==> src/hw/rtl/prq_pkg.sv <==
// Package for the priority request queue with lock.
// Holds field widths, operation and status codes, the datapath command set
// and the status bundle from datapath to controller. No dependencies.
package prq_pkg;

  localparam int OP_W     = 3;
  localparam int USER_W   = 4;
  localparam int PRIO_W   = 2;
  localparam int STATUS_W = 3;

  localparam int NUM_USERS_DEF = 16;
  localparam int NUM_PRIOS_DEF = 3;
  localparam int LOCK_MAX_DEF  = 255;

  typedef enum logic [OP_W-1:0] {
    OP_CONNECT    = 3'd0,
    OP_DISCONNECT = 3'd1,
    OP_QUEUE      = 3'd2,
    OP_CANCEL     = 3'd3,
    OP_LOCK       = 3'd4,
    OP_UNLOCK     = 3'd5,
    OP_DISPATCH   = 3'd6
  } op_e;

  typedef enum logic [STATUS_W-1:0] {
    ST_OK            = 3'd0,
    ST_NOT_CONNECTED = 3'd1,
    ST_IS_QUEUED     = 3'd2,
    ST_IS_LOCKED     = 3'd3,
    ST_NOT_LOCKED    = 3'd4,
    ST_ALREADY_CONN  = 3'd5,
    ST_LOCK_FULL     = 3'd6
  } status_e;

  typedef enum logic [3:0] {
    CMD_NONE,
    CMD_LOAD,
    CMD_EXEC,
    CMD_SCAN,
    CMD_CHECK,
    CMD_SHRD,
    CMD_SHWR,
    CMD_HIRD,
    CMD_HIWR,
    CMD_PUSH
  } cmd_e;

  typedef enum logic [3:0] {
    S_IDLE,
    S_EXEC,
    S_SCAN,
    S_CHECK,
    S_SHRD,
    S_SHWR,
    S_HIRD,
    S_HIWR,
    S_RESP
  } state_e;

  typedef struct packed {
    logic is_scan;
    logic need_head;
    logic scan_issue;
    logic last_prio;
    logic match;
    logic more_sh;
    logic more_hi;
  } dp_sts_t;

endpackage

==> src/hw/rtl/prq_if.sv <==
// Channel interfaces for the request and result transfers.
// Depend on prq_pkg for field widths.
interface prq_req_if;
  import prq_pkg::*;
  logic                valid;
  logic                ready;
  logic [OP_W-1:0]     operation;
  logic [USER_W-1:0]   user_id;
  logic [PRIO_W-1:0]   prio;
  modport source (output valid, operation, user_id, prio, input ready);
  modport sink   (input valid, operation, user_id, prio, output ready);
endinterface

interface prq_rsp_if;
  import prq_pkg::*;
  logic                valid;
  logic                ready;
  logic [STATUS_W-1:0] status;
  logic                grant_valid;
  logic [USER_W-1:0]   grant_user;
  modport source (output valid, status, grant_valid, grant_user, input ready);
  modport sink   (input valid, status, grant_valid, grant_user, output ready);
endinterface

==> src/hw/rtl/prq_dp.sv <==
// Datapath: FIFO memory, per-user state, lock holder and result registers.
// Acts on one command per cycle from prq_ctrl; depends on prq_pkg.
module prq_dp import prq_pkg::*; #(
  parameter int NUM_USERS = NUM_USERS_DEF,
  parameter int NUM_PRIOS = NUM_PRIOS_DEF,
  parameter int LOCK_MAX  = LOCK_MAX_DEF
) (
  input  logic                clk_i,
  input  logic                rst_ni,
  input  cmd_e                cmd_i,
  input  logic [OP_W-1:0]     op_i,
  input  logic [USER_W-1:0]   user_i,
  input  logic [PRIO_W-1:0]   prio_i,
  output dp_sts_t             sts_o,
  output logic [STATUS_W-1:0] status_o,
  output logic                grant_valid_o,
  output logic [USER_W-1:0]   grant_user_o
);

  localparam int UIW   = (NUM_USERS > 1) ? $clog2(NUM_USERS) : 1;
  localparam int CW    = $clog2(NUM_USERS + 1);
  localparam int PW    = (NUM_PRIOS > 1) ? $clog2(NUM_PRIOS) : 1;
  localparam int DEPTH = NUM_PRIOS * NUM_USERS;
  localparam int AW    = $clog2(DEPTH);
  localparam int LCW   = $clog2(LOCK_MAX + 1);

  logic [USER_W-1:0] mem [DEPTH];
  logic [USER_W-1:0] rdata_q;

  logic [OP_W-1:0]   op_q;
  logic [USER_W-1:0] u_q;
  logic [PW-1:0]     p_q;
  logic [PW-1:0]     prio_q;
  logic [CW-1:0]     k_q;

  logic [CW-1:0]     cnt_q [NUM_PRIOS];
  logic              queued_q [NUM_USERS];
  logic              conn_q [NUM_USERS];
  logic [LCW-1:0]    lock_q [NUM_USERS];
  logic              holder_valid_q;
  logic [USER_W-1:0] holder_id_q;

  logic [STATUS_W-1:0] res_status_q, status_q;
  logic                res_gv_q, gv_q;
  logic [USER_W-1:0]   res_gu_q, gu_q;

  logic [PW-1:0]     cnt_idx;
  logic [CW-1:0]     sel_cnt;
  logic              u_ok;
  logic [UIW-1:0]    uidx;
  logic              conn, queued, is_holder, match;
  logic [LCW-1:0]    lcnt;
  logic              more_sh, more_hi, scan_issue, full;
  logic [STATUS_W-1:0] ex_status;
  logic              rd_en, wr_en;
  logic [AW-1:0]     rd_addr, wr_addr;
  logic [USER_W-1:0] wr_data;

  function automatic logic [AW-1:0] addr_of(logic [PW-1:0] pr, logic [CW-1:0] k);
    addr_of = AW'(pr) * AW'(NUM_USERS) + AW'(k);
  endfunction

  always_comb begin
    cnt_idx    = (cmd_i == CMD_EXEC) ? p_q : prio_q;
    sel_cnt    = cnt_q[cnt_idx];
    u_ok       = int'(u_q) < NUM_USERS;
    uidx       = (cmd_i == CMD_CHECK && op_q == OP_DISPATCH) ? UIW'(rdata_q) : UIW'(u_q);
    conn       = u_ok && conn_q[uidx];
    queued     = queued_q[uidx];
    lcnt       = lock_q[uidx];
    is_holder  = holder_valid_q && (holder_id_q == u_q);
    match      = (op_q == OP_CANCEL) ? (rdata_q == u_q)
                                     : (!holder_valid_q || holder_id_q == rdata_q);
    scan_issue = k_q < sel_cnt;
    more_sh    = ({1'b0, k_q} + 1'b1) < {1'b0, sel_cnt};
    more_hi    = k_q != '0;
    full       = int'(sel_cnt) >= NUM_USERS;

    ex_status = ST_OK;
    case (op_q)
      OP_CONNECT: begin
        if (!u_ok) ex_status = ST_NOT_CONNECTED;
        else if (conn_q[uidx]) ex_status = ST_ALREADY_CONN;
      end
      OP_DISCONNECT: begin
        if (!conn) ex_status = ST_NOT_CONNECTED;
        else if (queued) ex_status = ST_IS_QUEUED;
        else if (lcnt != '0) ex_status = ST_IS_LOCKED;
      end
      OP_QUEUE: begin
        if (!conn) ex_status = ST_NOT_CONNECTED;
        else if (queued) ex_status = ST_IS_QUEUED;
      end
      OP_LOCK: begin
        if (!conn) ex_status = ST_NOT_CONNECTED;
        else if (queued) ex_status = ST_IS_QUEUED;
        else if (int'(lcnt) >= LOCK_MAX) ex_status = ST_LOCK_FULL;
      end
      OP_UNLOCK: begin
        if (!conn) ex_status = ST_NOT_CONNECTED;
        else if (queued) ex_status = ST_IS_QUEUED;
        else if (lcnt == '0) ex_status = ST_NOT_LOCKED;
      end
      default: ex_status = ST_OK;
    endcase

    sts_o.is_scan    = (op_q == OP_CANCEL) || (op_q == OP_DISPATCH);
    sts_o.need_head  = (op_q == OP_QUEUE) && (ex_status == ST_OK) && is_holder && !full;
    sts_o.scan_issue = scan_issue;
    sts_o.last_prio  = prio_q == '0;
    sts_o.match      = match;
    sts_o.more_sh    = more_sh;
    sts_o.more_hi    = more_hi;

    rd_en   = 1'b0;
    rd_addr = addr_of(prio_q, k_q);
    wr_en   = 1'b0;
    wr_addr = addr_of(prio_q, k_q);
    wr_data = rdata_q;
    case (cmd_i)
      CMD_EXEC: begin
        wr_addr = addr_of(p_q, sel_cnt);
        wr_data = u_q;
        wr_en   = (op_q == OP_QUEUE) && (ex_status == ST_OK) && !is_holder && !full;
      end
      CMD_SCAN: rd_en = scan_issue;
      CMD_SHRD: begin
        rd_en   = more_sh;
        rd_addr = addr_of(prio_q, k_q) + AW'(1);
      end
      CMD_SHWR: wr_en = 1'b1;
      CMD_HIRD: begin
        rd_en   = more_hi;
        rd_addr = addr_of(prio_q, k_q) - AW'(1);
        wr_en   = !more_hi;
        wr_addr = addr_of(prio_q, '0);
        wr_data = u_q;
      end
      CMD_HIWR: wr_en = 1'b1;
      default: ;
    endcase
  end

  always_ff @(posedge clk_i) begin
    if (wr_en) mem[wr_addr] <= wr_data;
    if (rd_en) rdata_q <= mem[rd_addr];
  end

  always_ff @(posedge clk_i) begin
    case (cmd_i)
      CMD_LOAD: begin
        op_q <= op_i;
        u_q  <= user_i;
        p_q  <= (int'(prio_i) >= NUM_PRIOS) ? PW'(NUM_PRIOS - 1) : PW'(prio_i);
      end
      CMD_EXEC: begin
        res_status_q <= ex_status;
        res_gv_q     <= 1'b0;
        res_gu_q     <= '0;
        if (op_q == OP_QUEUE) begin
          prio_q <= p_q;
          k_q    <= sel_cnt;
        end else begin
          prio_q <= PW'(NUM_PRIOS - 1);
          k_q    <= '0;
        end
      end
      CMD_SCAN: begin
        if (!scan_issue && prio_q != '0) begin
          prio_q <= prio_q - 1'b1;
          k_q    <= '0;
        end
      end
      CMD_CHECK: begin
        if (match) begin
          if (op_q == OP_DISPATCH) begin
            res_gv_q <= 1'b1;
            res_gu_q <= rdata_q;
          end
        end else begin
          k_q <= k_q + 1'b1;
        end
      end
      CMD_SHWR: k_q <= k_q + 1'b1;
      CMD_HIWR: k_q <= k_q - 1'b1;
      CMD_PUSH: begin
        status_q <= res_status_q;
        gv_q     <= res_gv_q;
        gu_q     <= res_gu_q;
      end
      default: ;
    endcase
  end

  always_ff @(posedge clk_i or negedge rst_ni) begin
    if (!rst_ni) begin
      for (int i = 0; i < NUM_PRIOS; i++) cnt_q[i] <= '0;
      for (int i = 0; i < NUM_USERS; i++) begin
        queued_q[i] <= 1'b0;
        conn_q[i]   <= 1'b0;
        lock_q[i]   <= '0;
      end
      holder_valid_q <= 1'b0;
      holder_id_q    <= '0;
    end else begin
      case (cmd_i)
        CMD_EXEC: begin
          if (ex_status == ST_OK) begin
            case (op_q)
              OP_CONNECT:    conn_q[uidx] <= 1'b1;
              OP_DISCONNECT: conn_q[uidx] <= 1'b0;
              OP_QUEUE: begin
                queued_q[uidx] <= 1'b1;
                if (wr_en) cnt_q[cnt_idx] <= sel_cnt + 1'b1;
              end
              OP_LOCK:       lock_q[uidx] <= lcnt + 1'b1;
              OP_UNLOCK: begin
                lock_q[uidx] <= lcnt - 1'b1;
                if (is_holder) holder_valid_q <= 1'b0;
              end
              default: ;
            endcase
          end
        end
        CMD_CHECK: begin
          if (match) begin
            queued_q[uidx] <= 1'b0;
            if (op_q == OP_DISPATCH && lcnt != '0) begin
              holder_valid_q <= 1'b1;
              holder_id_q    <= rdata_q;
            end
          end
        end
        CMD_SHRD: if (!more_sh) cnt_q[cnt_idx] <= sel_cnt - 1'b1;
        CMD_HIRD: if (!more_hi) cnt_q[cnt_idx] <= sel_cnt + 1'b1;
        default: ;
      endcase
    end
  end

  assign status_o      = status_q;
  assign grant_valid_o = gv_q;
  assign grant_user_o  = gu_q;

endmodule

==> src/hw/rtl/prq_ctrl.sv <==
// Controller: sequences load, execute, FIFO scan and shift, and result push.
// Drives datapath commands and the channel handshakes; depends on prq_pkg.
module prq_ctrl import prq_pkg::*; (
  input  logic    clk_i,
  input  logic    rst_ni,
  input  logic    in_valid_i,
  output logic    in_ready_o,
  output logic    out_valid_o,
  input  logic    out_ready_i,
  input  dp_sts_t sts_i,
  output cmd_e    cmd_o
);

  state_e state_q, state_d;
  logic   out_valid_q, out_valid_d;

  always_ff @(posedge clk_i or negedge rst_ni) begin
    if (!rst_ni) begin
      state_q     <= S_IDLE;
      out_valid_q <= 1'b0;
    end else begin
      state_q     <= state_d;
      out_valid_q <= out_valid_d;
    end
  end

  always_comb begin
    state_d     = state_q;
    cmd_o       = CMD_NONE;
    in_ready_o  = 1'b0;
    out_valid_d = out_valid_q && !out_ready_i;
    case (state_q)
      S_IDLE: begin
        in_ready_o = 1'b1;
        if (in_valid_i) begin
          cmd_o   = CMD_LOAD;
          state_d = S_EXEC;
        end
      end
      S_EXEC: begin
        cmd_o = CMD_EXEC;
        if (sts_i.is_scan) state_d = S_SCAN;
        else if (sts_i.need_head) state_d = S_HIRD;
        else state_d = S_RESP;
      end
      S_SCAN: begin
        cmd_o = CMD_SCAN;
        if (sts_i.scan_issue) state_d = S_CHECK;
        else if (sts_i.last_prio) state_d = S_RESP;
      end
      S_CHECK: begin
        cmd_o   = CMD_CHECK;
        state_d = sts_i.match ? S_SHRD : S_SCAN;
      end
      S_SHRD: begin
        cmd_o   = CMD_SHRD;
        state_d = sts_i.more_sh ? S_SHWR : S_RESP;
      end
      S_SHWR: begin
        cmd_o   = CMD_SHWR;
        state_d = S_SHRD;
      end
      S_HIRD: begin
        cmd_o   = CMD_HIRD;
        state_d = sts_i.more_hi ? S_HIWR : S_RESP;
      end
      S_HIWR: begin
        cmd_o   = CMD_HIWR;
        state_d = S_HIRD;
      end
      S_RESP: begin
        if (!out_valid_q || out_ready_i) begin
          cmd_o       = CMD_PUSH;
          out_valid_d = 1'b1;
          state_d     = S_IDLE;
        end
      end
      default: state_d = S_IDLE;
    endcase
  end

  assign out_valid_o = out_valid_q;

endmodule

==> src/hw/rtl/priority_request_queue_with_lock_unit.sv <==
// Priority request queue with lock owner: top level.
// Connect, disconnect, lock, unlock, tail queue and unused codes go straight from execute
// to the result; cancel and dispatch scan the FIFOs from the highest priority down, and
// removal or head insert shifts the entries one at a time through the memory.
// One request in flight; take the next while a result waits at the output.
// Asynchronous active-low reset clears control and user state.
module priority_request_queue_with_lock_unit import prq_pkg::*; #(
  parameter int NUM_USERS = NUM_USERS_DEF,
  parameter int NUM_PRIOS = NUM_PRIOS_DEF,
  parameter int LOCK_MAX  = LOCK_MAX_DEF
) (
  input  logic     clk_i,
  input  logic     rst_ni,
  prq_req_if.sink  req_i,
  prq_rsp_if.source rsp_o
);

  cmd_e    cmd;
  dp_sts_t sts;

  prq_ctrl u_ctrl (
    .clk_i       (clk_i),
    .rst_ni      (rst_ni),
    .in_valid_i  (req_i.valid),
    .in_ready_o  (req_i.ready),
    .out_valid_o (rsp_o.valid),
    .out_ready_i (rsp_o.ready),
    .sts_i       (sts),
    .cmd_o       (cmd)
  );

  prq_dp #(
    .NUM_USERS (NUM_USERS),
    .NUM_PRIOS (NUM_PRIOS),
    .LOCK_MAX  (LOCK_MAX)
  ) u_dp (
    .clk_i         (clk_i),
    .rst_ni        (rst_ni),
    .cmd_i         (cmd),
    .op_i          (req_i.operation),
    .user_i        (req_i.user_id),
    .prio_i        (req_i.prio),
    .sts_o         (sts),
    .status_o      (rsp_o.status),
    .grant_valid_o (rsp_o.grant_valid),
    .grant_user_o  (rsp_o.grant_user)
  );

endmodule

==> src/flat_wrapper.sv <==
// flat-port wrapper written by rule: the top's interface ports become plain ports
module priority_request_queue_with_lock_unit_flat import prq_pkg::*;
#(
  parameter int NUM_USERS = NUM_USERS_DEF,
  parameter int NUM_PRIOS = NUM_PRIOS_DEF,
  parameter int LOCK_MAX  = LOCK_MAX_DEF
)
  (clk_i, rst_ni, req_i_valid, req_i_operation, req_i_user_id, req_i_prio, req_i_ready, rsp_o_valid, rsp_o_status, rsp_o_grant_valid, rsp_o_grant_user, rsp_o_ready);
  prq_req_if req_i_i ();
  prq_rsp_if rsp_o_i ();
  input  logic clk_i;
  input  logic rst_ni;
  input wire logic [$bits(req_i_i.valid)-1:0] req_i_valid;
  input wire logic [$bits(req_i_i.operation)-1:0] req_i_operation;
  input wire logic [$bits(req_i_i.user_id)-1:0] req_i_user_id;
  input wire logic [$bits(req_i_i.prio)-1:0] req_i_prio;
  output wire logic [$bits(req_i_i.ready)-1:0] req_i_ready;
  output wire logic [$bits(rsp_o_i.valid)-1:0] rsp_o_valid;
  output wire logic [$bits(rsp_o_i.status)-1:0] rsp_o_status;
  output wire logic [$bits(rsp_o_i.grant_valid)-1:0] rsp_o_grant_valid;
  output wire logic [$bits(rsp_o_i.grant_user)-1:0] rsp_o_grant_user;
  input wire logic [$bits(rsp_o_i.ready)-1:0] rsp_o_ready;
  assign req_i_i.valid = req_i_valid;
  assign req_i_i.operation = req_i_operation;
  assign req_i_i.user_id = req_i_user_id;
  assign req_i_i.prio = req_i_prio;
  assign req_i_ready = req_i_i.ready;
  assign rsp_o_valid = rsp_o_i.valid;
  assign rsp_o_status = rsp_o_i.status;
  assign rsp_o_grant_valid = rsp_o_i.grant_valid;
  assign rsp_o_grant_user = rsp_o_i.grant_user;
  assign rsp_o_i.ready = rsp_o_ready;
  priority_request_queue_with_lock_unit #(.NUM_USERS(NUM_USERS), .NUM_PRIOS(NUM_PRIOS), .LOCK_MAX(LOCK_MAX)) u_core (.clk_i(clk_i), .rst_ni(rst_ni), .req_i(req_i_i), .rsp_o(rsp_o_i));
endmodule
==> config.mk <==
export PLATFORM = sky130hd
export DESIGN_NAME = priority_request_queue_with_lock_unit_flat
export DESIGN_NICKNAME = d
export VERILOG_FILES = /design/src/hw/rtl/prq_pkg.sv /design/src/hw/rtl/prq_if.sv /design/src/hw/rtl/prq_dp.sv /design/src/hw/rtl/prq_ctrl.sv /design/src/hw/rtl/priority_request_queue_with_lock_unit.sv /design/src/flat_wrapper.sv
export SDC_FILE = /design/constraint.sdc
export NUM_CORES = 1
export LEC_CHECK = 0
export BUFFER_PORTS_ARGS = -buffer_cell sky130_fd_sc_hd__buf_2
export CAP_MARGIN = 15
export CORE_ASPECT_RATIO = 0.5
export CORE_UTILIZATION = 35
export CTS_CLUSTER_SIZE = 12
export DETAILED_ROUTE_END_ITERATION = 8
export REMOVE_ABC_BUFFERS = 1
export SLEW_MARGIN = 30
export SYNTH_ARGS = -nofsm -noshare
export SYNTH_HDL_FRONTEND = slang
export SYNTH_HIERARCHICAL = 1
export SYNTH_SLANG_ARGS = --single-unit
==> constraint.sdc <==
create_clock -name clk_i -period 15.7 [get_ports clk_i]
set_clock_uncertainty 0.15 [all_clocks]
set_input_delay 1.57 -clock clk_i [delete_from_list [all_inputs] [get_ports clk_i]]
set_output_delay 1.57 -clock clk_i [all_outputs]
set_load 0.05 [all_outputs]
# Word-level counts from Yosys, hierarchy flattened
# Memories as Yosys holds them, arrays and structs flattened. A register that Yosys moved wholly into a read port is not among the register bits.
# Index checks and enable logic that the tools add are counted.
[totals]
mem_bits_rw = 192
register_bits = 217
latchBits = 0
mem_bits_ro = 0
word_cells = 276
memories = 1
output_inout_bits = 10
[memory_table]
columns = ["memory", "words", "width", "rd", "rd_ports_with_merged_regs", "write_ports", "line", "rtl"]
rows = [
  ["u_core.u_dp.mem", 48, 4, 1, 1, 1, "prq_dp.sv:27", "logic [USER_W-1:0] mem [DEPTH];"],
]
[classes]
addsub = 12
reduce_logical = 48
shifts = 0
magnitude_cmp = 9
n_bitwise = 7
n_div = 0
mul = 0
muxes = 92
eq_ne = 41
[ops]
columns = ["operator", "n"]
rows = [
  ["$bwmux W128", 2],
  ["$pmux W128 S2", 1],
  ["$mux W15", 5],
  ["$pmux W4 S9", 2],
  ["$pmux W16 S2", 2],
  ["$mux W4", 13],
  ["$mux W16", 3],
  ["$pmux W15 S3", 1],
  ["$and A16 B16 Y16", 2],
  ["$bmux W8 S4", 1],
  ["$demux W8 S4", 1],
  ["$eq A4 B3 Y1 const B", 8],
  ["$or A16 B16 Y16", 2],
  ["$bwmux W15", 2],
  ["$mux W5", 6],
  ["$pmux W5 S5", 1],
  ["$mux W3", 8],
  ["$mux W8", 3],
  ["$pmux W6 S2", 2],
  ["$mux W1", 19],
  ["$ne A2 B2 Y1 const B", 9],
  ["$reduce_and A3 Y1", 6],
  ["$eq A4 B2 Y1 const B", 4],
  ["$mux W2", 8],
  ["other kinds (52)", 98],
]

# Longest topological paths before layout
# Gate-level depths: netlist (run 1).
[depth]
depth_word = 25
depth_mapped = 29
mapped_depth_nobuf = 20

# Hierarchy
# The synthesis (run 1) kept the hierarchy.
[modules_own_cells]
columns = ["module", "cells_per_inst", "instances", "seq_area_each_um2", "area_each_um2"]
rows = [
  ["prq_dp", 1580, 1, 11350.9, 21608.2],
  ["prq_ctrl", 62, 1, 125.1, 469.2],
]

# Worst setup path after synthesis (run 1)
# No wires, ideal clock.
[synth_timing]
kind = "input-to-reg"
startpoint = "input port rsp_o_ready"
endpoint = "register u_core.u_ctrl.state_q[3]"
cell_stages = 24
slack_ns = 9.379
setup_ns = 0.121
arrival_ns = 6.050
cell_sequence = "nor2b_1 or4_1 o21ai_0 or4b_4 or3_1 o22a_1 buf_2 a41oi_1 nand4b_1 clkbuf_1 clkbuf_1 inv_1 ha_1 nor2b_1 a31o_2 nand4b_4 buf_8 buf_6 nor2_1 nor4_1 nor3_1 nand3_1 o311ai_1 a22o_1"
[synth_rtl]
columns = ["element", "line", "rtl"]
rows = [
  ["start: declaration", "flat_wrapper.sv:22", "input wire logic [$bits(rsp_o_i.ready)-1:0] rsp_o_ready;"],
  ["end signal: assignment", "prq_ctrl.sv:22", "state_q <= state_d;"],
  ["end: declaration", "prq_ctrl.sv:14", "state_e state_q, state_d;"],
]

# Worst setup path after layout (run 1)
[layout_timing]
startpoint = "input port rsp_o_ready"
endpoint = "memory u_core.u_dp.mem[16][0], enable pin"
[layout_via]
elab_chain_cells = 22
elab_cells_between_ends = 53
cone_classes = "add/sub: 1; order compare: 2; eq/ne: 5; mux: 33; bitwise: 2; reduce/logical: 10"
[layout_rtl]
columns = ["element", "line", "rtl"]
rows = [
  ["$logic_or A1 B1 Y1 (*)", "prq_ctrl.sv:72", "if (!out_valid_q || out_ready_i) begin"],
  ["$mux W4 (*)", "prq_ctrl.sv:72", ""],
  ["$pmux W4 S9 (*)", "prq_ctrl.sv:32", "case (state_q)"],
  ["named net u_core.cmd[3]", "priority_request_queue_with_lock_unit.sv:18", "cmd_e cmd;"],
  ["$eq A4 B3 Y1", "prq_dp.sv:67", "uidx = (cmd_i == CMD_CHECK && op_q == OP_DISPATCH) ? UIW'(rdata_q) : UIW'(u_q);"],
  ["$logic_and A1 B1 Y1", "prq_dp.sv:67", ""],
  ["$mux W4", "prq_dp.sv:67", ""],
  ["$not A4 Y5 (implied by the code)", "--", ""],
  ["(+5 left out)", "--", ""],
  ["$mux W3, or another cell as far along", "prq_dp.sv:96", "else if (queued) ex_status = ST_IS_QUEUED;"],
  ["$mux W3, or another cell as far along", "prq_dp.sv:95", "if (!conn) ex_status = ST_NOT_CONNECTED;"],
  ["$pmux W3 S5", "prq_dp.sv:80", "case (op_q)"],
  ["$logic_not A3 Y1", "prq_dp.sv:124", "wr_en = (op_q == OP_QUEUE) && (ex_status == ST_OK) && !is_holder && !full;"],
  ["$logic_and A1 B1 Y1 (3 in a row)", "prq_dp.sv:124", ""],
  ["$pmux W1 S3", "prq_dp.sv:120", "case (cmd_i)"],
  ["$mux W1", "prq_dp.sv:145", "if (wr_en) mem[wr_addr] <= wr_data;"],
  ["$mux W1 (implied by the code)", "prq_dp.sv:145", ""],
  ["end: declaration", "prq_dp.sv:27", ""],
]
# Mark *: on every way through the listed nets, which the timed path passes. The rest lies on a longest branch. The select of a mux whose other input is x is not followed.

==> flow_summary.ini, run 1 <==
[status]
run_status = complete, no violations

[floorplanning]
die_height_um = 180
die_area_um2 = 64100
core_area_um2 = 61700
row_count = 64
die_x_extent_um = 357
start_util = 0.358
floorplan.io_pins = 23

[global_routing]
first_global_vias = 14235
grtUsageMet2 = 0.289
global_route.usage.total = 0.180
first_pass_grt_wire_length_um = 88800
globalRouteOverflowTotal = 0
grt_start_max_net_pins = 120
grt.met1_usage = 0.253
number_of_antenna_violations_at_the_first_check_in_global_routing = 0
gr-usage-met3 = 0.0286
busiest_layer = met2

[worst_setup_path]
worst_r2r_endpoint = u_core/u_dp/mem[16][0]
cpPeakStageDelay_ps = 1070
timing.critical_path.from_type = input port
timing.reg2reg.worst_path_depth = 15
cp_max_fo = 39
cp-startpoint = rsp_o_ready
timing_worst_setup_path_type = in -> reg
ff2ff_setup_slack_ps = 7710
critical_path_arrival_ps = 8650
endpoint = u_core/u_dp/mem[16][0]
cp.required_ps = 15790
critPathSlowestCell = o2111ai_4
worst_r2r_startpoint = u_core/u_ctrl/state_q[1]
end_kind = flip-flop
crit_chain = buf_2 -> nor2b_1 -> or4_1 -> o21ai_0 -> or4b_4 -> inv_2 -> nand2_2 -> a21oi_2 -> a41o_1 -> nand4b_1 -> ha_1 -> and3_1 -> nand4_1 -> nand4b_4 -> o2111ai_4 -> a21oi_1

[sta]
final.setup.tns_ps = 0
timing.final.crit_period_ps = 8560
grt_setup_unrepaired = no
final-setup-viol-count = 0
worst_slew_pin_slew_ps = 1000
max_freq_ghz = 0.117
postLayoutSetupSlackWorst_ps = 7140
timing_hold_violations_final = 0
slew-limit-headroom = 0.332
slew_viol_final = 0
layout_worst_path_cycle_share = 0.545
fin_worst_hold_slack_ps = 260

[power_and_ir_drop]
clock_power_share = 0.230
static-leakage-power_nw = 9.25
swShare = 0.397
internal_power_w = 0.00253
max-vdd-ir-drop_uv = 141
powerDensity_nw_per_um2 = 173
p_switching_w = 0.00166
share_comb_of_total_power = 0.423
sequentialPowerShare = 0.347

[clock_tree]
cts_buffer_depth = 3
clock_insertion_delay_worst_skew_ps = 570
cts_max_level = 2
hold_buffers = 0
clockRootBuffer = clkbuf_16
ctsResizeCount = 0
cts_num_sinks = 413
postCtsSetupBuffers = 0
cts-buffers-inserted = 43
cts_tree = built
clk_pin_slew_worst_paths_ps = 60

[layout]
layout.cells.most_common = edfxtp_1
finish.net_count = 1654
fillerInstances = 5719
layout_cell_share_with_drive_strength_beyond_1 = 0.269
final_util = 0.393
multi_input_area_um2 = 9870
layout_common_cells = edfxtp_1 (228), dfrtp_1 (185), mux2_2 (175), mux4_2 (101), a21oi_1 (90)
antenna_cells = 0
sequential_cell_area_um2 = 11500
final_area_um2 = 24200
area_growth_from_synthesis_to_final_layout_pct = 9.84

[placed_design]
globalplace.congestion = 0.898
placed_area_um2 = 22900
place.detailed.hpwl_um = 36100
numPortBuffers = 22
placement.setup.worst_slack_ps = 6730

[logic_synthesis]
synth_cells = 1642
synth_seq_cells = 413
mappedNetlistArea_um2 = 22100
yosysSeqAreaShare = 0.520
post_synth_top_flop = edfxtp_1
async_flop_share = 0.448
yosys_warnings = 6
synth.lib_cells_used.distinct = 96
syn-mean-instance-area_um2 = 13.4
synth-edff-count = 228

[route]
vias_per_cell = 5.73
drt_iter0_markers = 1103
ant_nets = 0
number_of_vias_after_detailed_routing = 14184
wl_per_cell_um = 23.6
drt_pass1_iterations = 9
drcViolationCount = 0
wirelength_um = 58300

[hold_path]
hold_path.class = reg -> reg

[flow_run]
max_cap_violations = 0
## Yosys cell counts (all sizes together), types with 4 or more instances
master	count	area, µm²
or2	6	37.5
mux2i	52	524
clkbuf	55	206
and2	9	56.3
buf	77	500
nand4	19	224
and4	18	158
a211o	5	43.8
inv	31	116
nand3b	4	30.0
xnor2	20	201
a22o	5	43.8
a21oi	94	474
nand2b	20	133
dfrtp	185	4630
nor4	17	121
a41oi	13	114
nor3	41	215
nor2b	23	144
ha	25	313
a21o	8	60.1
nand3	33	165
and3	10	62.6
nor2	79	313
o211ai	6	55.1
o22ai	11	68.8
a2bb2oi	17	149
o21ai	22	110
or4	4	30.0
o2111ai	18	170
nand2	70	265
xor2	20	175
edfxtp	228	6850
mux2	183	2060
a22oi	14	110
mux4	101	2270
o31ai	9	81.3
a211oi	18	148
o21bai	5	37.5
a31oi	19	119
## worst max-delay path: cells and delay by family
| kind | cells | cell delay, ps |
|---|---|---|
| buffers and inverters | 2 | 600 |
| AND/OR/NAND/NOR | 8 | 3410 |
| AO/OA/AOI/OAI | 5 | 2410 |
| adder cells (fa/ha/maj) | 1 | 550 |
## metal layers
layer / part of all wire / up-vias / wire (µm)
met5: 0 / - / 0
met4: 0.027 / 0 / 1560
met3: 0.062 / 108 / 3640
met2: 0.47 / 457 / 27400
met1: 0.44 / 7257 / 25700
li1: - / 6362 / -
## cell families after synthesis
logic type                 synth area share
buffers and inverters                0.0373
adders and majority gates            0.0160
muxes                                 0.220
AOI/OAI and AO/OA                    0.0940
and+or+nand+nor                      0.0956
xor gates and xnor gates             0.0171
DFF                                   0.520
## metrics by stage
stage / power [W] / std cells
after floorplan: 0.00267 / 1510
after global placement: 0.00322 / 2392
after detailed placement: 0.00323 / 2393
after CTS: 0.00420 / 2473
after global routing: 0.00441 / 2474
final: 0.00419 / 2474
## worst min-delay path by stage
| stage | start | endpoint | slack, ps | cells after the start |
|---|---|---|---|---|
| finish | u_core/u_dp/res_status_q[2] | u_core/u_dp/status_o[2] | 260 | 0 |
| global route | u_core/u_dp/res_status_q[2] | u_core/u_dp/status_o[2] | 270 | 0 |
| CTS | u_core/u_dp/res_status_q[2] | u_core/u_dp/status_o[2] | 260 | 0 |
| detailed placement | u_core/u_dp/res_gu_q[2] | u_core/u_dp/grant_user_o[2] | 260 | 0 |
| global placement | u_core/u_dp/res_gu_q[1] | u_core/u_dp/grant_user_o[1] | 250 | 0 |
| floorplan | u_core/u_dp/res_gu_q[0] | u_core/u_dp/grant_user_o[0] | 250 | 0 |
## power by group through the flow
| stage | combinational, W | sequential, W | clock, W |
|---|---|---|---|
| after floorplan | 0.00116 | 0.00151 | 0 |
| after detailed placement | 0.00176 | 0.00147 | 0 |
| after global placement | 0.00174 | 0.00147 | 0 |
| after CTS | 0.00176 | 0.00145 | 0.000987 |
| after global routing | 0.00191 | 0.00147 | 0.00103 |
| final | 0.00177 | 0.00145 | 0.000962 |
## cell type report
class | instances | area share
flip-flops and latches | 413 | 0.473
well taps | 825 | 0.0426
inverters | 31 | 0.00480
multi-input cells | 1066 | 0.407
repair buffers | 59 | 0.0184
clock buffers | 70 | 0.0502
clock inverters | 10 | 0.00392
(Power assumes the default switching activity.)
==> inputs of run 2 (changes only) <==
Settings changed: ABC_AREA from default to 1.
Clock period 15.7 ns to 8.1 ns, I/O delays scaled along.
==> run 2 against run 1 <==
Against the previous run: largest cell class unchanged; count of clock-buffer cells in the layout is 12 lower; final cell count is 19% higher; critical path type is now reg -> reg; hold slack worse by 160 ps; largest power group unchanged; die area is 10% lower.
==> flow_summary.ini, run 2 <==
[status]
run_status = complete, no violations

[placed_design]
place.detailed.hpwl_um = 33600
numPortBuffers = 22
placement.setup.worst_slack_ps = 649
globalplace.congestion = 0.868

[clock_tree]
cts_tree = built
cts_buffer_depth = 3
cts-buffers-inserted = 43
clockRootBuffer = clkbuf_16
postCtsSetupBuffers = 0
cts_max_level = 2
cts_num_sinks = 413
ctsResizeCount = 0
hold_buffers = 0
clk_pin_slew_worst_paths_ps = 60
clock_insertion_delay_worst_skew_ps = 560

[sta]
final.setup.tns_ps = 0
slew-limit-headroom = 0.452
layout_worst_path_cycle_share = 0.909
final-setup-viol-count = 0
max_freq_ghz = 0.136
timing_hold_violations_final = 0
worst_slew_pin_slew_ps = 822
slew_viol_final = 0
timing.final.crit_period_ps = 7370
fin_worst_hold_slack_ps = 102
postLayoutSetupSlackWorst_ps = 733
grt_setup_unrepaired = no

[layout]
layout_cell_share_with_drive_strength_beyond_1 = 0.0790
area_growth_from_synthesis_to_final_layout_pct = 11.2
layout_common_cells = nand2_1 (557), nor2_1 (252), edfxtp_1 (228), o21ai_0 (198), dfrtp_1 (185)
antenna_cells = 0
layout.cells.most_common = nand2_1
finish.net_count = 2206
fillerInstances = 5556

[floorplanning]
die_height_um = 170
core_area_um2 = 55700
floorplan.io_pins = 23
die_area_um2 = 57600
start_util = 0.355
die_x_extent_um = 338
row_count = 61

[worst_setup_path]
worst_r2r_endpoint = u_core/u_dp/mem[27][2]
worst_r2r_startpoint = u_core/u_ctrl/state_q[3]
cpMostUsedCell = nand2_1
timing.critical_path.from_type = flip-flop
critPathSlowestCell = nand4_1
timing_worst_setup_path_type = reg -> reg
cp_max_fo = 39
critical_path_arrival_ps = 7430
end_kind = flip-flop
cpPeakStageDelay_ps = 590
cp.required_ps = 8160
timing.reg2reg.worst_path_depth = 29
ff2ff_setup_slack_ps = 730

[route]
drcViolationCount = 0
wl_per_cell_um = 18.0
wirelength_um = 52900
vias_per_cell = 5.20
ant_nets = 0
number_of_vias_after_detailed_routing = 15311
drt_iter0_markers = 1646
drt_pass1_iterations = 6

[logic_synthesis]
synth_seq_cells = 413
post-synth-top-area-cell = edfxtp_1
yosysSeqAreaShare = 0.580
synth_top_cell_area_share = 0.346
synth.top_cells.by_count = nand2_1 (558), nor2_1 (255), edfxtp_1 (228)
synth-edff-count = 228
yosysMostFrequentCell = nand2_1
synth.lib_cells_used.distinct = 50
synth_area_leaders = edfxtp_1 (35%), dfrtp_1 (23%), nand2_1 (11%), o21ai_0 (5.1%), nor2_1 (4.8%)
synth_cells = 2174
yosys_warnings = 6
mappedNetlistArea_um2 = 19800
syn-mean-instance-area_um2 = 9.11
async_flop_share = 0.448
post_synth_top_flop = edfxtp_1

[power_and_ir_drop]
sequentialPowerShare = 0.339
share_comb_of_total_power = 0.451
max-vdd-ir-drop_uv = 278
powerDensity_nw_per_um2 = 412
static-leakage-power_nw = 8.97
swShare = 0.450
clock_power_share = 0.210
internal_power_w = 0.00499
p_switching_w = 0.00408

[global_routing]
global_route.usage.total = 0.183
first_global_vias = 14626
globalRouteOverflowTotal = 0
number_of_antenna_violations_at_the_first_check_in_global_routing = 0
grt_start_max_net_pins = 121
first_pass_grt_wire_length_um = 83400

[flow_run]
max_cap_violations = 0

[hold_path]
hold_path.class = in -> async
==> run 2: changes by cell type in the layout (fill, tap and decap cells not counted), moves of 82 or more <==
cell / before / now
mux4_2: 101 / 0
nor2_1: 76 / 252
nand2_1: 69 / 557
inv_1: 29 / 121
o21ai_1: 4 / 86
mux2_2: 175 / 0
o21ai_0: 17 / 198
==> run 2: kinds of logic after synthesis <==
group | Yosys count | share of synthesized area
multiplexers | 1 | 0.000505
AND/OR/NAND/NOR | 995 | 0.207
adder cells (fa/ha/maj) | 27 | 0.0178
flip-flops | 413 | 0.580
XOR/XNOR | 24 | 0.0106
buffers and inverters | 248 | 0.0507
AO/OA/AOI/OAI | 466 | 0.134
==> run 2: routing by layer <==
metal,global-route usage,share of wire
met5,0.00167,0
met4,0.0478,0.020
met3,0.0293,0.062
met2,0.304,0.46
met1,0.250,0.45
==> run 2: how the worst max path moves through the flow <==
stage,from,slack [ps],cells past startpoint,end
after floorplan,rsp_o_ready,1110,24,flip-flop
after global placement,rsp_o_ready,870,30,u_core/u_dp/mem[10][1]
after detailed placement,rsp_o_ready,650,30,u_core/u_dp/mem[27][0]
after CTS,u_core/u_ctrl/state_q[2],850,30,u_core/u_dp/mem[27][2]
after global routing,u_core/u_ctrl/state_q[2],20,30,u_core/u_dp/mem[42][2]
final,u_core/u_ctrl/state_q[3],730,29,u_core/u_dp/mem[27][2]
==> run 2: worst max-delay path, delay by kind of cell (launching register included) <==
kind	cells	cell delay [ps]
simple gates	18	4010
buf+inv	6	1240
compound gates	4	920
flops	1	460
fa+ha+maj	1	170
==> run 2: metrics by stage <==
stage                     instance area (µm²)   util  cells  power (W)
after CTS                               22000  0.395   2945    0.00908
final                                   22000  0.395   2945    0.00906
after global routing                    22000  0.395   2945    0.00967
after detailed placement                20700  0.372   2877    0.00717
after floorplan                         19300      -   2069    0.00568
after global placement                  20700  0.371   2877    0.00715
==> run 2: cell type report <==
cell class | count | area (µm²) | area share
sequential | 413 | 11500 | 0.521
multi-input combinational | 1513 | 7390 | 0.336
clock buffer | 58 | 1190 | 0.0542
tap | 756 | 946 | 0.0430
inverter | 143 | 537 | 0.0244
timing repair buffer | 52 | 359 | 0.0163
clock inverter | 10 | 116 | 0.00528
==> run 2: power groups by stage <==
stage	Sequential, W	Clock, W	Combinational, W
final	0.00307	0.00190	0.00409
after global routing	0.00311	0.00203	0.00453
after CTS	0.00307	0.00194	0.00407
after detailed placement	0.00311	0	0.00406
after global placement	0.00311	0	0.00403
after floorplan	0.00308	0	0.00260
==> inputs of run 3 (changes only) <==
Settings changed: BUFFER_PORTS_ARGS -buffer_cell sky130_fd_sc_hd__buf_2 to default, DONT_BUFFER_PORTS from default to 1.
==> run 3 against run 2 <==
Against the previous run: non-clock buffer count is 22 lower; largest cell class unchanged; sequential power hardly changed; highest routed layer unchanged; global-route usage is 0.19 points higher; clock power hardly changed.
==> flow_summary.ini, run 3 (synthesis gave the netlist of run 2 again) <==
[status]
run_status = complete, no violations

[floorplanning]
core_area_um2 = 55700
die_height_um = 170
start_util = 0.355
die_x_extent_um = 338
die_area_um2 = 57600
floorplan.io_pins = 23
row_count = 61

[clock_tree]
cts_tree = built
postCtsSetupBuffers = 0
cts_num_sinks = 413
cts-buffers-inserted = 42
clk_pin_slew_worst_paths_ps = 60
clockRootBuffer = clkbuf_16
cts_buffer_depth = 3
ctsResizeCount = 0
clock_insertion_delay_worst_skew_ps = 560
cts_max_level = 2

[worst_setup_path]
critPathSlowestCell = dfrtp_1
critical_path_arrival_ps = 7540
cpPeakStageDelay_ps = 630
timing.reg2reg.worst_path_depth = 28
cp.required_ps = 8150
cp_max_fo = 25
end_kind = flip-flop
timing.critical_path.from_type = flip-flop
timing_worst_setup_path_type = reg -> reg
cpMostUsedCell = nand2_1

[layout]
antenna_cells = 0
area_growth_from_synthesis_to_final_layout_pct = 10.6
layout.cells.most_common = nand2_1
final_area_um2 = 21900
fillerInstances = 5538
layout_common_cells = nand2_1 (557), nor2_1 (252), edfxtp_1 (228), o21ai_0 (198), dfrtp_1 (185)
finish.net_count = 2183
layout_cell_share_with_drive_strength_beyond_1 = 0.0676
final_util = 0.393

[sta]
grt_setup_unrepaired = no
slew-limit-headroom = 0.389
postLayoutSetupSlackWorst_ps = 609
timing_hold_violations_final = 0
final-setup-viol-count = 0
final.setup.tns_ps = 0
timing.final.crit_period_ps = 7490
layout_worst_path_cycle_share = 0.925
worst_slew_pin_slew_ps = 916
max_freq_ghz = 0.133
slew_viol_final = 0

[power_and_ir_drop]
clock_power_share = 0.207
power.total_w = 0.00906
sequentialPowerShare = 0.341
powerDensity_nw_per_um2 = 413
internal_power_w = 0.00496
static-leakage-power_nw = 8.87
swShare = 0.453
p_switching_w = 0.00410
share_comb_of_total_power = 0.452
max-vdd-ir-drop_uv = 220

[route]
vias_per_cell = 5.27
route.layer.met1.wl_um = 24100
ant_nets = 0
drt_pass1_iterations = 7
drt_iter0_markers = 1635
top_layer_used = met4
number_of_vias_after_detailed_routing = 15443
met3_length_um = 3590
drcViolationCount = 0
wirelength_um = 53800
detailroute.wirelength.met2_um = 24800
wl_per_cell_um = 18.4

[global_routing]
first_global_vias = 14666
first_pass_grt_wire_length_um = 84300
grt_start_max_net_pins = 186
globalRouteOverflowTotal = 0
global_route.usage.total = 0.185
number_of_antenna_violations_at_the_first_check_in_global_routing = 1

[placed_design]
placement.setup.worst_slack_ps = 732
placed_area_um2 = 20600
place.detailed.hpwl_um = 34100
globalplace.congestion = 0.883
numPortBuffers = 0

[hold_path]
hold_path.class = in -> reg
hold-path-cell-count = 0

[flow_run]
max_cap_violations = 0
[run 3: cell types whose count changed in the layout (fill, tap and decap cells not counted), moves of 2 or more]
| cell | before | now |
|---|---|---|
| clkbuf_1 | 10 | 20 |
| clkinv_2 | 3 | 1 |
| buf_4 | 29 | 27 |
| buf_16 | 0 | 2 |
| buf_2 | 21 | 0 |
| clkbuf_16 | 45 | 43 |
| clkbuf_8 | 4 | 6 |
[run 3: worst paths after layout]
check / startpoint / end / slack [ps]
setup / recovery: u_core/u_ctrl/out_valid_o / u_core/u_dp/mem[22][0] / 610
hold / removal: req_i_operation[2] / u_core/u_dp/op_q[2] / 190
setup reg to reg: u_core/u_ctrl/out_valid_o / u_core/u_dp/mem[22][0] / 610
hold reg to reg: u_core/u_dp/res_gu_q[1] / u_core/u_dp/grant_user_o[1] / 280
max in group asynchronous: rst_ni / u_core/u_dp/cnt_q[6] / 6160
min in group asynchronous: rst_ni / u_core/u_dp/lock_q[22] / 650
[run 3: power groups by stage]
stage	Sequential [W]	Clock [W]	Combinational (W)
finish	0.00309	0.00188	0.00410
CTS	0.00309	0.00192	0.00407
global placement	0.00312	0	0.00401
global route	0.00312	0.00201	0.00454
floorplan	0.00308	0	0.00260
detailed placement	0.00312	0	0.00404
[run 3: critical path, delay by kind of cell (launching register included)]
kind,cells,cell delay (ps)
buffers and inverters,5,890
adder cells (fa/ha/maj),1,180
AO/OA/AOI/OAI,5,990
AND/OR/NAND/NOR,17,4290
flip-flops,1,630
[run 3: area by class of cell]
cell class / instances / area [µm²] / area share
Timing Repair Buffer: 30 / 268 / 0.0122
Inverter: 143 / 537 / 0.0245
Clock inverter: 5 / 55.1 / 0.00251
Tap cell: 756 / 946 / 0.0432
Multi-Input combinational cell: 1513 / 7390 / 0.338
Clock buffer: 69 / 1230 / 0.0563
Sequential cell: 413 / 11500 / 0.524
[run 3: metrics by stage]
step / hold slack, ps / instances
2_1_floorplan: 250 / 2069
3_3_place_gp: 260 / 2852
3_5_place_dp: 266 / 2852
4_1_cts: 173 / 2927
5_1_grt: 172 / 2929
6_report: 192 / 2929
[run 3: metal layers]
| metal | vias up | global-route usage |
|---|---|---|
| met2 | 523 | 0.305 |
| met3 | 87 | 0.0325 |
| met4 | 0 | 0.0529 |
| li1 | 7368 | - |
| met1 | 7465 | 0.251 |
| met5 | - | 0 |
[run 3: repair_timing]
item	CTS	global route
hold buffers	1	1
endpoints found under the hold margin	185	1
endpoints found under the setup margin	0	0
